### config.mk
export PLATFORM = sky130hd
export DESIGN_NAME = thumb_instruction_decoder
export DESIGN_NICKNAME = d
export VERILOG_FILES = /design/src/design/tid_pkg.sv /design/src/design/tid_decode.sv /design/src/design/thumb_instruction_decoder.sv
export SDC_FILE = /design/constraint.sdc
export NUM_CORES = 1
export LEC_CHECK = 0
export BUFFER_PORTS_ARGS = -buffer_cell sky130_fd_sc_hd__buf_2
export CAP_MARGIN = 10
export CELL_PAD_IN_SITES_DETAIL_PLACEMENT = 1
export CELL_PAD_IN_SITES_GLOBAL_PLACEMENT = 2
export CORE_AREA = 2 2 302 155
export CTS_BUF_LIST = sky130_fd_sc_hd__clkbuf_4 sky130_fd_sc_hd__clkbuf_8
export CTS_CLUSTER_SIZE = 40
export DETAILED_ROUTE_END_ITERATION = 7
export DIE_AREA = 0 0 304 157
export PLACE_DENSITY_LB_ADDON = 0.12
export SLEW_MARGIN = 20
export SYNTH_ARGS = -nofsm -noshare
export SYNTH_HDL_FRONTEND = slang
export SYNTH_SLANG_ARGS = --single-unit
### constraint.sdc
create_clock -name clk -period 8.35 [get_ports clk]
set_input_delay 0.835 -clock clk [delete_from_list [all_inputs] [get_ports clk]]
set_output_delay 0.835 -clock clk [all_outputs]
set_load 0.02 [all_outputs]
### src/design/tid_pkg.sv
// Package with kind codes, register codes and the decoded result type.
package tid_pkg;

  typedef enum logic [6:0] {
    K_NOP = 7'd0, K_MOV_LSL = 7'd1, K_LSL = 7'd2, K_LSR = 7'd3, K_ASR = 7'd4,
    K_ADD = 7'd5, K_SUB = 7'd6, K_ADD3I = 7'd7, K_SUB3I = 7'd8, K_MOV = 7'd9,
    K_CMP = 7'd10, K_ADD8I = 7'd11, K_SUB8I = 7'd12, K_AND_R = 7'd13,
    K_TST_R = 7'd21, K_RSB_I = 7'd22, K_CMP_R = 7'd23, K_CMN_R = 7'd24,
    K_MVN_R = 7'd28, K_BX = 7'd29, K_BLX = 7'd30, K_LDR = 7'd31, K_STR = 7'd32,
    K_STRH = 7'd33, K_STRB = 7'd34, K_LDRSB = 7'd35, K_LDRH = 7'd36,
    K_LDRB = 7'd37, K_LDRSH = 7'd38, K_ADR = 7'd39, K_CBZ = 7'd40,
    K_SXTH = 7'd41, K_PUSH = 7'd45, K_SETEND = 7'd46, K_CPS = 7'd47,
    K_CBNZ = 7'd48, K_REV = 7'd49, K_REV16 = 7'd50, K_REVSH = 7'd51,
    K_POP = 7'd52, K_BKPT = 7'd53, K_IT = 7'd54, K_STM = 7'd55, K_LDM = 7'd56,
    K_UDF = 7'd57, K_SVC = 7'd58, K_B = 7'd59, K_DSB = 7'd60, K_MRS = 7'd63,
    K_BL = 7'd64
  } kind_t;

  localparam logic [4:0] R_SP      = 5'd13;
  localparam logic [4:0] R_PC      = 5'd15;
  localparam logic [4:0] R_PRIMASK = 5'd16;
  localparam logic [4:0] R_NONE    = 5'd17;
  localparam logic [3:0] COND_AL   = 4'd14;

  typedef struct packed {
    logic [6:0]  kind;
    logic [4:0]  rd;
    logic [4:0]  rn;
    logic [4:0]  rm;
    logic        iv;
    logic [31:0] imm;
    logic [3:0]  cond;
    logic [3:0]  opt;
    logic        wide;
  } dec_t;

endpackage

### src/design/tid_decode.sv
// Combinational decode of one 16-bit or 32-bit Thumb instruction.
module tid_decode
  import tid_pkg::*;
(
  input  logic        wide,
  input  logic [31:0] bits_i,
  input  logic [31:0] addr,
  output dec_t        dec
);

  logic [15:0] b;
  logic [5:0]  op;
  logic [4:0]  lo, mid, hi, r8, imm5, full, m4;
  logic [4:0]  o5;
  logic [3:0]  o4, opa;
  logic [6:0]  mop;
  logic [31:0] cboff, pc4;
  logic [31:0] w;
  logic        s, j1, j2, i1, i2;
  logic [24:0] off25;
  logic [20:0] off21;

  always_comb begin
    b     = bits_i[15:0];
    w     = bits_i;
    op    = b[15:10];
    lo    = {2'b0, b[2:0]};
    mid   = {2'b0, b[5:3]};
    hi    = {2'b0, b[8:6]};
    r8    = {2'b0, b[10:8]};
    imm5  = b[10:6];
    full  = {1'b0, b[7], b[2:0]};
    m4    = {1'b0, b[6:3]};
    o5    = b[13:9];
    o4    = b[9:6];
    opa   = b[15:12];
    mop   = b[11:5];
    cboff = {25'd0, b[9], b[7:3], 1'b0};
    pc4   = addr + 32'd4;
    s     = w[26];
    j1    = w[13];
    j2    = w[11];
    i1    = ~(j1 ^ s);
    i2    = ~(j2 ^ s);
    off25 = {s, i1, i2, w[25:16], w[10:0], 1'b0};
    off21 = {s, j2, j1, w[21:16], w[10:0], 1'b0};

    dec      = '0;
    dec.kind = K_NOP;
    dec.rd   = R_NONE;
    dec.rn   = R_NONE;
    dec.rm   = R_NONE;
    dec.cond = COND_AL;
    dec.wide = wide;

    if (wide) begin
      if (w[31:27] == 5'b11110) begin
        if (w[31:4] == 28'hf3bf8f4 || w[31:4] == 28'hf3bf8f5 ||
            w[31:4] == 28'hf3bf8f6) begin
          dec.kind = K_DSB + {3'd0, w[7:4]} - 7'd4;
          dec.opt  = w[3:0];
        end else if (w[31:21] == 11'b11110011111) begin
          dec.kind = K_MRS;
          dec.rd   = {1'b0, w[11:8]};
          dec.rn   = R_PRIMASK;
        end else if (w[12]) begin
          dec.kind = w[14] ? K_BL : K_B;
          dec.iv   = 1'b1;
          dec.imm  = pc4 + {{7{off25[24]}}, off25};
        end else if (!w[14]) begin
          dec.kind = K_B;
          dec.cond = w[25:22];
          dec.iv   = 1'b1;
          dec.imm  = pc4 + {{11{off21[20]}}, off21};
        end
      end
    end else begin
      if (op[5:4] == 2'b00) begin
        if (o5[4:2] <= 3'd2) begin
          dec.rd = lo;
          dec.rm = mid;
          if (o5[4:2] == 3'd0) begin
            if (imm5 == 5'd0) begin
              dec.kind = K_MOV_LSL;
            end else begin
              dec.kind = K_LSL;
              dec.iv   = 1'b1;
              dec.imm  = {27'd0, imm5};
            end
          end else begin
            dec.kind = (o5[4:2] == 3'd1) ? K_LSR : K_ASR;
            dec.iv   = 1'b1;
            dec.imm  = (imm5 != 5'd0) ? {27'd0, imm5} : 32'd32;
          end
        end else if (o5 == 5'h0c || o5 == 5'h0d) begin
          dec.kind = (o5 == 5'h0c) ? K_ADD : K_SUB;
          dec.rd = lo; dec.rn = mid; dec.rm = hi;
        end else if (o5 == 5'h0e || o5 == 5'h0f) begin
          dec.kind = (o5 == 5'h0e) ? K_ADD3I : K_SUB3I;
          dec.rd = lo; dec.rn = mid;
          dec.iv = 1'b1; dec.imm = {27'd0, hi};
        end else begin
          dec.kind = K_MOV + {5'd0, o5[3:2]};
          dec.iv   = 1'b1;
          dec.imm  = {24'd0, b[7:0]};
          if (o5[4:2] != 3'd4) dec.rn = r8;
          if (o5[4:2] != 3'd5) dec.rd = r8;
        end
      end else if (op == 6'h10) begin
        dec.kind = K_AND_R + {3'd0, o4};
        if (o4 == 4'd8 || o4 == 4'd10 || o4 == 4'd11) begin
          dec.rn = lo; dec.rm = mid;
        end else if (o4 == 4'd9 || o4 == 4'd13 || o4 == 4'd15) begin
          dec.rd = lo; dec.rn = mid;
        end else begin
          dec.rd = lo; dec.rn = lo; dec.rm = mid;
        end
      end else if (op == 6'h11) begin
        if (o4 == 4'd0) begin
          dec.kind = K_ADD; dec.rd = lo; dec.rn = lo; dec.rm = mid;
        end else if (o4 <= 4'd3) begin
          dec.kind = K_ADD; dec.rd = full; dec.rn = full; dec.rm = m4;
        end else if (o4 <= 4'd7) begin
          dec.kind = K_CMP; dec.rn = full; dec.rm = m4;
        end else if (o4 == 4'd8) begin
          dec.kind = K_MOV; dec.rd = lo; dec.rm = mid;
        end else if (o4 <= 4'd11) begin
          dec.kind = K_MOV; dec.rd = full; dec.rm = m4;
        end else if (o4 <= 4'd13) begin
          dec.kind = K_BX; dec.rm = m4;
        end else if (b[2:0] == 3'd0) begin
          dec.kind = K_BLX; dec.rm = m4;
        end
      end else if (op[5:1] == 5'h09) begin
        dec.kind = K_LDR; dec.rd = r8; dec.rn = R_PC;
        dec.iv = 1'b1; dec.imm = {22'd0, b[7:0], 2'b00};
      end else if (op[5:2] == 4'd5 || op[5:3] == 3'd3 || op[5:3] == 3'd4) begin
        if (opa == 4'd5) begin
          case (b[11:9])
            3'd0:    dec.kind = K_STR;
            3'd1:    dec.kind = K_STRH;
            3'd2:    dec.kind = K_STRB;
            3'd3:    dec.kind = K_LDRSB;
            3'd4:    dec.kind = K_LDR;
            3'd5:    dec.kind = K_LDRH;
            3'd6:    dec.kind = K_LDRB;
            default: dec.kind = K_LDRSH;
          endcase
          dec.rd = lo; dec.rn = mid; dec.rm = hi;
        end else if (opa == 4'd9) begin
          dec.kind = b[11] ? K_LDR : K_STR;
          dec.rd = r8; dec.rn = R_SP;
          dec.iv = 1'b1; dec.imm = {22'd0, b[7:0], 2'b00};
        end else begin
          dec.rd = lo; dec.rn = mid; dec.iv = 1'b1;
          if (opa == 4'd6) begin
            dec.kind = b[11] ? K_LDR : K_STR; dec.imm = {25'd0, imm5, 2'b00};
          end else if (opa == 4'd7) begin
            dec.kind = b[11] ? K_LDRB : K_STRB; dec.imm = {27'd0, imm5};
          end else begin
            dec.kind = b[11] ? K_LDRH : K_STRH; dec.imm = {26'd0, imm5, 1'b0};
          end
        end
      end else if (op[5:1] == 5'h14) begin
        dec.kind = K_ADR; dec.rd = r8; dec.rn = R_PC;
        dec.iv = 1'b1; dec.imm = {22'd0, b[7:0], 2'b00};
      end else if (op[5:1] == 5'h15) begin
        dec.kind = K_ADD; dec.rd = r8; dec.rm = R_SP;
        dec.iv = 1'b1; dec.imm = {22'd0, b[7:0], 2'b00};
      end else if (op[5:2] == 4'hb) begin
        if (mop[6:2] == 5'd0 || mop[6:2] == 5'd1) begin
          dec.kind = mop[2] ? K_SUB : K_ADD;
          dec.rd = R_SP; dec.rn = R_SP;
          dec.iv = 1'b1; dec.imm = {23'd0, b[6:0], 2'b00};
        end else if (mop[6:3] == 4'd1 || mop[6:3] == 4'd3) begin
          dec.kind = K_CBZ; dec.rn = lo; dec.iv = 1'b1; dec.imm = cboff;
        end else if (mop[6:3] == 4'd9 || mop[6:3] == 4'd11) begin
          dec.kind = K_CBNZ; dec.rn = lo; dec.iv = 1'b1; dec.imm = cboff;
        end else if (mop[6:3] == 4'd2) begin
          dec.kind = K_SXTH + {5'd0, mop[2:1]}; dec.rd = lo; dec.rm = mid;
        end else if (mop[6:4] == 3'd2) begin
          dec.kind = K_PUSH; dec.iv = 1'b1; dec.imm = {24'd0, b[7:0]};
        end else if (mop == 7'h32) begin
          dec.kind = K_SETEND; dec.iv = 1'b1; dec.imm = {31'd0, b[3]};
        end else if (mop == 7'h33) begin
          dec.kind = K_CPS; dec.iv = 1'b1; dec.imm = {27'd0, b[4:0]};
        end else if (mop[6:1] == 6'h28 || mop[6:1] == 6'h29 ||
                     mop[6:1] == 6'h2b) begin
          dec.kind = (mop[6:1] == 6'h28) ? K_REV :
                     (mop[6:1] == 6'h29) ? K_REV16 : K_REVSH;
          dec.rd = lo; dec.rm = mid;
        end else if (mop[6:4] == 3'd6) begin
          dec.kind = K_POP; dec.iv = 1'b1; dec.imm = {24'd0, b[7:0]};
        end else if (mop[6:3] == 4'd14) begin
          dec.kind = K_BKPT; dec.iv = 1'b1; dec.imm = {24'd0, b[7:0]};
        end else if (mop[6:3] == 4'd15 && b[7:4] != 4'd0) begin
          dec.kind = K_IT; dec.cond = b[7:4];
          dec.iv = 1'b1; dec.imm = {28'd0, b[3:0]};
        end
      end else if (op[5:1] == 5'h18 || op[5:1] == 5'h19) begin
        dec.kind = op[1] ? K_LDM : K_STM; dec.rn = r8;
        dec.iv = 1'b1; dec.imm = {24'd0, b[7:0]};
      end else if (op[5:2] == 4'hd) begin
        if (b[11:8] == 4'd14) begin
          dec.kind = K_UDF;
        end else if (b[11:8] == 4'd15) begin
          dec.kind = K_SVC; dec.iv = 1'b1; dec.imm = {24'd0, b[7:0]};
        end else begin
          dec.kind = K_B; dec.cond = b[11:8]; dec.iv = 1'b1;
          dec.imm  = pc4 + {{23{b[7]}}, b[7:0], 1'b0};
        end
      end else if (op[5:1] == 5'h1c) begin
        dec.kind = K_B; dec.iv = 1'b1;
        dec.imm  = pc4 + {{20{b[10]}}, b[10:0], 1'b0};
      end
    end
  end

endmodule

### src/design/thumb_instruction_decoder.sv
// Top level: input register, decode logic and output register with skid.
//  channel | dir | tdata fields (low bit up)                 | tuser
//  in_     | in  | action, instr_bits, instr_addr            | -
//  out_    | out | kind,dest,src1,src2,imm_valid,imm,cond,   | -
//          |     | barrier_option, is_wide                   |
// One instruction per cycle while out_tready is high.
// The input register feeds the decode logic; the decoded result is held in
// the output register, with a one-entry skid buffer taking the result
// whose way out is blocked, so in_tready depends only on registered state.
// Reset (rst_n low, synchronous) empties all stages.
module thumb_instruction_decoder
  import tid_pkg::*;
(
  input  logic        clk,
  input  logic        rst_n,
  input  logic        in_tvalid,
  output logic        in_tready,
  input  logic [71:0] in_tdata,   // action[0], instr_bits[32:1], instr_addr[64:33], zero
  output logic        out_tvalid,
  input  logic        out_tready,
  output logic [71:0] out_tdata   // kind[6:0], dest_reg[11:7], first_src_reg[16:12],
                                  // second_src_reg[21:17], imm_valid[22],
                                  // imm_value[54:23], cond_code[58:55],
                                  // barrier_option[62:59], is_wide[63], zero
);

  logic        s1_v_r, o_v_r, k_v_r;
  logic        s1_wide_r;
  logic [31:0] s1_bits_r, s1_addr_r;
  dec_t        dec, o_r, k_r;
  logic        o_take, s1_adv;

  tid_decode u_dec (
    .wide   (s1_wide_r),
    .bits_i (s1_bits_r),
    .addr   (s1_addr_r),
    .dec    (dec)
  );

  assign o_take    = out_tready || !o_v_r;
  assign in_tready = !k_v_r;
  assign s1_adv    = s1_v_r && !k_v_r;

  always_ff @(posedge clk) begin
    if (!rst_n) begin
      s1_v_r <= 1'b0;
      o_v_r  <= 1'b0;
      k_v_r  <= 1'b0;
    end else begin
      if (in_tready) begin
        s1_v_r <= in_tvalid;
      end
      // output register refill: skid first, else the decode
      if (o_take) begin
        if (k_v_r) begin
          o_v_r <= 1'b1;
          k_v_r <= 1'b0;
        end else begin
          o_v_r <= s1_adv;
        end
      end else if (s1_adv) begin
        k_v_r <= 1'b1;
      end
    end
  end

  always_ff @(posedge clk) begin
    if (in_tready && in_tvalid) begin
      s1_wide_r <= in_tdata[0];
      s1_bits_r <= in_tdata[32:1];
      s1_addr_r <= in_tdata[64:33];
    end
    if (o_take) begin
      o_r <= k_v_r ? k_r : dec;
    end else if (s1_adv) begin
      k_r <= dec;
    end
  end

  assign out_tvalid = o_v_r;
  assign out_tdata  = {8'd0, o_r.wide, o_r.opt, o_r.cond, o_r.imm, o_r.iv,
                       o_r.rm, o_r.rn, o_r.rd, o_r.kind};

endmodule

# After elaboration in Yosys (flattened, before gate mapping)
# Index checks and enable logic that the tools add are counted.
# op_classes
n_mux,196
order_cmp,5
n_bitwise,6
n_eq_ne,53
add_sub_neg,10
reduce_logical,33
# op_table
operator,count
37-bit 2-to-1 mux,19
33-bit 2-to-1 mux,18
38-bit 2-to-1 mux,9
17-bit 2-to-1 mux,17
5-bit 2-to-1 mux,41
12-bit 2-to-1 mux,16
7-bit 2-to-1 mux,21
32-bit adder,4
55-bit 2-to-1 mux,2
32-bit 2-to-1 mux,3
22-bit 2-to-1 mux,4
28-bit equality test (second input constant),3
4-bit 2-to-1 mux,21
64-bit 2-to-1 mux,1
4-bit equality test (second input constant),13
6-bit 2-to-1 mux,7
6-bit one-hot mux with 7 select lines,1
41-bit 2-to-1 mux,1
32-bit by 3-bit adder with 32-bit output (second input constant),1
5-bit equality test (second input constant),6
5-bit by 4-bit equality test with 1-bit output (second input constant),5
10-bit 2-to-1 mux,2
6-bit equality test (second input constant),3
1-bit logical OR,17
other kinds (37),68
# word_totals
out_inout_bits,74
ff_bits,196
in_bits,76
elab_cells,327

# Depth between registers and ports, before layout
# logic_depth
word_depth,44
ltp_mapped,17
depth_no_buf,17

# By module
# Synthesis repeated with hierarchy kept, for this count alone.
# unflattened
cells_unflattened,1584
hier_area_um2,15198.3
# by_module_without_submodules
mod,seq_area_each_um2,cells_each,n_inst,area_per_inst_um2
tid_decode,0.0,1298,1,8408.1
thumb_instruction_decoder,5855.6,286,1,6790.3

# Least setup slack after synthesis
# OpenSTA, ideal clock, no wires.
# synth_path
path_kind,input to register
start,in out_tready
end,reg k_r[0] (netlist name) (enable)
setup_time_ns,0.578
required_time_ns,7.772
t_arrival_ns,7.256
slack_ns,0.516
stages,2
path_buffers,0
path_cell_list,nand2b_1 nor3b_1
# synth_between
elab_chain_len,3
# synth_lines
element,line,text
start: declaration,thumb_instruction_decoder.sv:20,"input logic out_tready,"
1-bit logical OR,thumb_instruction_decoder.sv:40,assign o_take = out_tready || !o_v_r;
1-bit NOT (no source line),-,
2-bit AND reduction (no source line),-,
end signal: assignment,thumb_instruction_decoder.sv:76,k_r <= dec;
end: declaration,thumb_instruction_decoder.sv:30,"dec_t dec, o_r, k_r;"
# Every way passes these cells.
# A chain may end at the register's enable or synchronous reset.

==> metrics.cfg <==
[timing]
setup_tns_ns=0
hold_viol=0
layout_min_cycle_time_ns=5.24
worst_pin_slew_ns=1.10
setup_viol=0
finClkSkew_ns=0.0204
fmax_mhz=191
period_share=0.628
rsz0062_at_grt=no
drv_slew=0
relSlewSlack=0.258

[clocking]
cts.path.max_buffers=2
cts-root-buf=clkbuf_8
cts_setup_buffers=0
clock_latency_ns=0.54
numClockSinks=196
clkSlewWorstSetupHoldPaths_ns=0.13
cts_resized=0
postCtsHoldBufs=0
htreeDepth=4
cts_tree=built
cts_buffers=17

[yosys]
seq_area_frac_synth=0.374
syn_inst=1685
syn_area_per_cell_um2=9.28
yosysTopAreaCell=edfxtp_1
netlist_area_um2=15600
yosysWarnings=0
synth_area_leaders=edfxtp_1, ha_1, a21oi_1, mux2_2, xnor2_1
synth_edf_count=193
yosysTopAreaCellShare=0.371
synthDistinctLibCells=97
ys_async_sr_fraction=0
synth_top_flop_cell=edfxtp_1
synth_seq_cells=196

[critical_path]
r2r_setup_slack_ns=3.11
cp.arrival_ns=5.53
path_max_fanout=6
crit_slowest_cell=nor4_2
path_cells=nand2_1, nor4_2, nand2_1, xnor2_1, ha_1, nand3_1, nor2_1, a211oi_1, a21oi_1, nor2_1, o21ai_0, a221oi_2, o21ai_1, mux2_2
crit_type=register to register
worstPathRequired_ns=8.64
r2r_end=out_tdata[49]$_DFFE_PP_
end_kind=register
cpLargestDelayFamily=simple AND/OR/NAND/NOR gates
startpoint_type=register
path_buf_inv=0
ff2ff_path_depth=14
r2r_start=s1_addr_r[2]$_DFFE_PP_
cpPeakStageDelay_ns=0.84

[global_routing]
antenna_found_initial=0
globalRouteOverflowTotal=0
grt_pass1_vias=14800
grt_pass1_wl_mm=96.0
grt_max_degree=68
grtUsageTotal=0.267

[final_layout]
syn_to_final_growth_pct=10.6
finalNetCount=1950
drive_gt1_frac=0.164
n_antenna_cell=0

[outcome]
status=completed

[floorplanning]
die_h_um=157
die_w_um=304
core-area_um2=44800
ios=150
start_util=0.349
rows=55
die_area_um2=47700

[pwr]
p_total_mw=2.64
p_int_mw=1.64
irDropWorstVdd_mv=0.0958
power_frac_seq=0.441
p_per_area_nw_per_um2=153
clock_power_share=0.261
power.share.switching=0.380
p_sw_mw=1.00
p_leak_nw=6.80
p_comb_frac=0.298

[place]
hpwl_mm=47.8
finalWeightedCongestion=0.900
port_buffers=134

[worst_hold_path]
hold_path_class=input port to register
holdPathEnd=s1_bits_r[31]$_DFFE_PP_
hold-path-cell-count=1
hp-start=in_tdata[32]

[routing]
final_antenna_net_count=0
dr.first_iter.drc_count=1249
routed_wl_mm=64.0
routedWlPerCell_um=26.8
vias_per_cell=6.09
vias=14600
drc_errors=0
dr.pass1.iters=5

[flow_run]
cap_violations=0

[metrics by stage]
stage	cells	util	hold WS [ns]	worst slack [ns]	area, um2
after global placement	2357	0.376	0.509	3.26	16900
after detailed placement	2357	0.376	0.534	3.19	16900
after floorplan	1692	-	0.491	0.516	15700
after CTS	2389	0.386	0.428	3.16	17300
final	2389	0.386	0.462	3.11	17300
after global routing	2389	0.386	0.421	2.85	17300
[area by class of cell]
| type | instances | area [um2] |
|---|---|---|
| inverters | 38 | 143 |
| fillers | 5189 | 27500 |
| repair buffers | 160 | 866 |
| clock buffers | 17 | 234 |
| well taps | 598 | 748 |
| clock inverters | 15 | 200 |
| flip-flops and latches | 196 | 5860 |
| multi-input cells | 1365 | 9250 |
[registers in the layout, indices dropped and copies added, names as in the netlist]
name,cells
k_v_r,1
s1_wide_r,1
out_tvalid,1
k_r,64
s1_bits_r,32
s1_v_r,1
s1_addr_r,32
out_tdata,64
[Yosys cell counts, types with 14 or more instances]
master	instances
xor2_1	31
nand2_1	146
nor2_1	139
and3_1	17
buf_2	23
o21ai_0	78
a21oi_1	140
nor2b_1	15
xnor2_1	65
o21ai_1	19
nand4_1	31
or3_1	14
a31oi_1	28
o21a_1	14
nor3_1	37
a211oi_1	15
edfxtp_1	193
inv_1	38
o211ai_1	19
clkbuf_1	45
and2_1	14
o22ai_1	28
nand3_1	62
mux2_2	56
nand2b_1	23
ha_1	95
a21o_1	41
[per-layer routing]
layer | GRT usage | vias to the layer above | wire length (um)
met5 | 0 | - | 0
met4 | 0.0822 | 0 | 1740
met3 | 0.0373 | 81 | 3070
li1 | - | 6656 | -
met2 | 0.436 | 421 | 29200
met1 | 0.369 | 7397 | 30000
[worst max-delay path by stage]
stage / start / endpoint / depth (start not counted)
after floorplan: out_tready / k_r[0]$_DFFE_PP_ / 2
after global placement: s1_addr_r[4]$_DFFE_PP_ / out_tdata[53]$_DFFE_PP_ / 15
after detailed placement: s1_addr_r[4]$_DFFE_PP_ / out_tdata[53]$_DFFE_PP_ / 15
after CTS: s1_addr_r[4]$_DFFE_PP_ / out_tdata[53]$_DFFE_PP_ / 15
after global routing: s1_addr_r[4]$_DFFE_PP_ / out_tdata[49]$_DFFE_PP_ / 14
final: s1_addr_r[2]$_DFFE_PP_ / out_tdata[49]$_DFFE_PP_ / 14
[logic make-up (layout without fill, tap and decap cells)]
| kind of cell | after synthesis | after routing | synth area share |
|---|---|---|---|
| AOI/OAI and AO/OA | 556 | 556 | 0.241 |
| and+or+nand+nor | 546 | 546 | 0.171 |
| DFF | 196 | 196 | 0.374 |
| buffers and inverters | 131 | 230 | 0.0371 |
| adders and majority gates | 96 | 96 | 0.0773 |
| xor gates and xnor gates | 96 | 96 | 0.0538 |
| muxes | 63 | 63 | 0.0448 |
| other | 1 | 8 | 0.000240 |
[layout by cell type (no fill, tap or decap), types with 9 or more instances in the layout]
| cell | netlist | routed |
|---|---|---|
| clkbuf_8 | 0 | 17 |
| nor2b_1 | 15 | 14 |
| nor2_1 | 139 | 139 |
| mux2_2 | 56 | 56 |
| o21a_1 | 14 | 14 |
| xor2_1 | 31 | 31 |
| nor3_1 | 37 | 37 |
| and2_1 | 14 | 14 |
| and3_1 | 17 | 17 |
| a21oi_1 | 140 | 140 |
| o31ai_1 | 10 | 10 |
| o22ai_1 | 28 | 28 |
| inv_1 | 38 | 37 |
| a211o_1 | 10 | 10 |
| a221oi_1 | 11 | 11 |
| nand4_1 | 31 | 31 |
| nor4_1 | 9 | 9 |
| nand2b_1 | 23 | 22 |
| xnor2_1 | 65 | 65 |
| o21ai_1 | 19 | 19 |
| o221ai_1 | 12 | 12 |
| edfxtp_1 | 193 | 193 |
| ha_1 | 95 | 95 |
| a31oi_1 | 28 | 28 |
| a21o_1 | 41 | 41 |
| a22oi_1 | 12 | 12 |
| o21ai_0 | 78 | 78 |
| o21bai_1 | 11 | 11 |
| nand3_1 | 62 | 62 |
| buf_2 | 23 | 134 |
| a211oi_1 | 15 | 15 |
| nand2_1 | 146 | 146 |
| or3_1 | 14 | 14 |
| buf_4 | 12 | 26 |
| o211ai_1 | 19 | 19 |
[power groups by stage]
stage | logic [mW] | registers (mW) | clock network (mW)
2_1_floorplan | 0.498 | 1.21 | 0
3_3_place_gp | 0.760 | 1.19 | 0
3_5_place_dp | 0.772 | 1.19 | 0
4_1_cts | 0.776 | 1.16 | 0.712
5_1_grt | 0.851 | 1.17 | 0.749
6_report | 0.787 | 1.16 | 0.689
No activity file was read; power rests on OpenSTA's default activity.
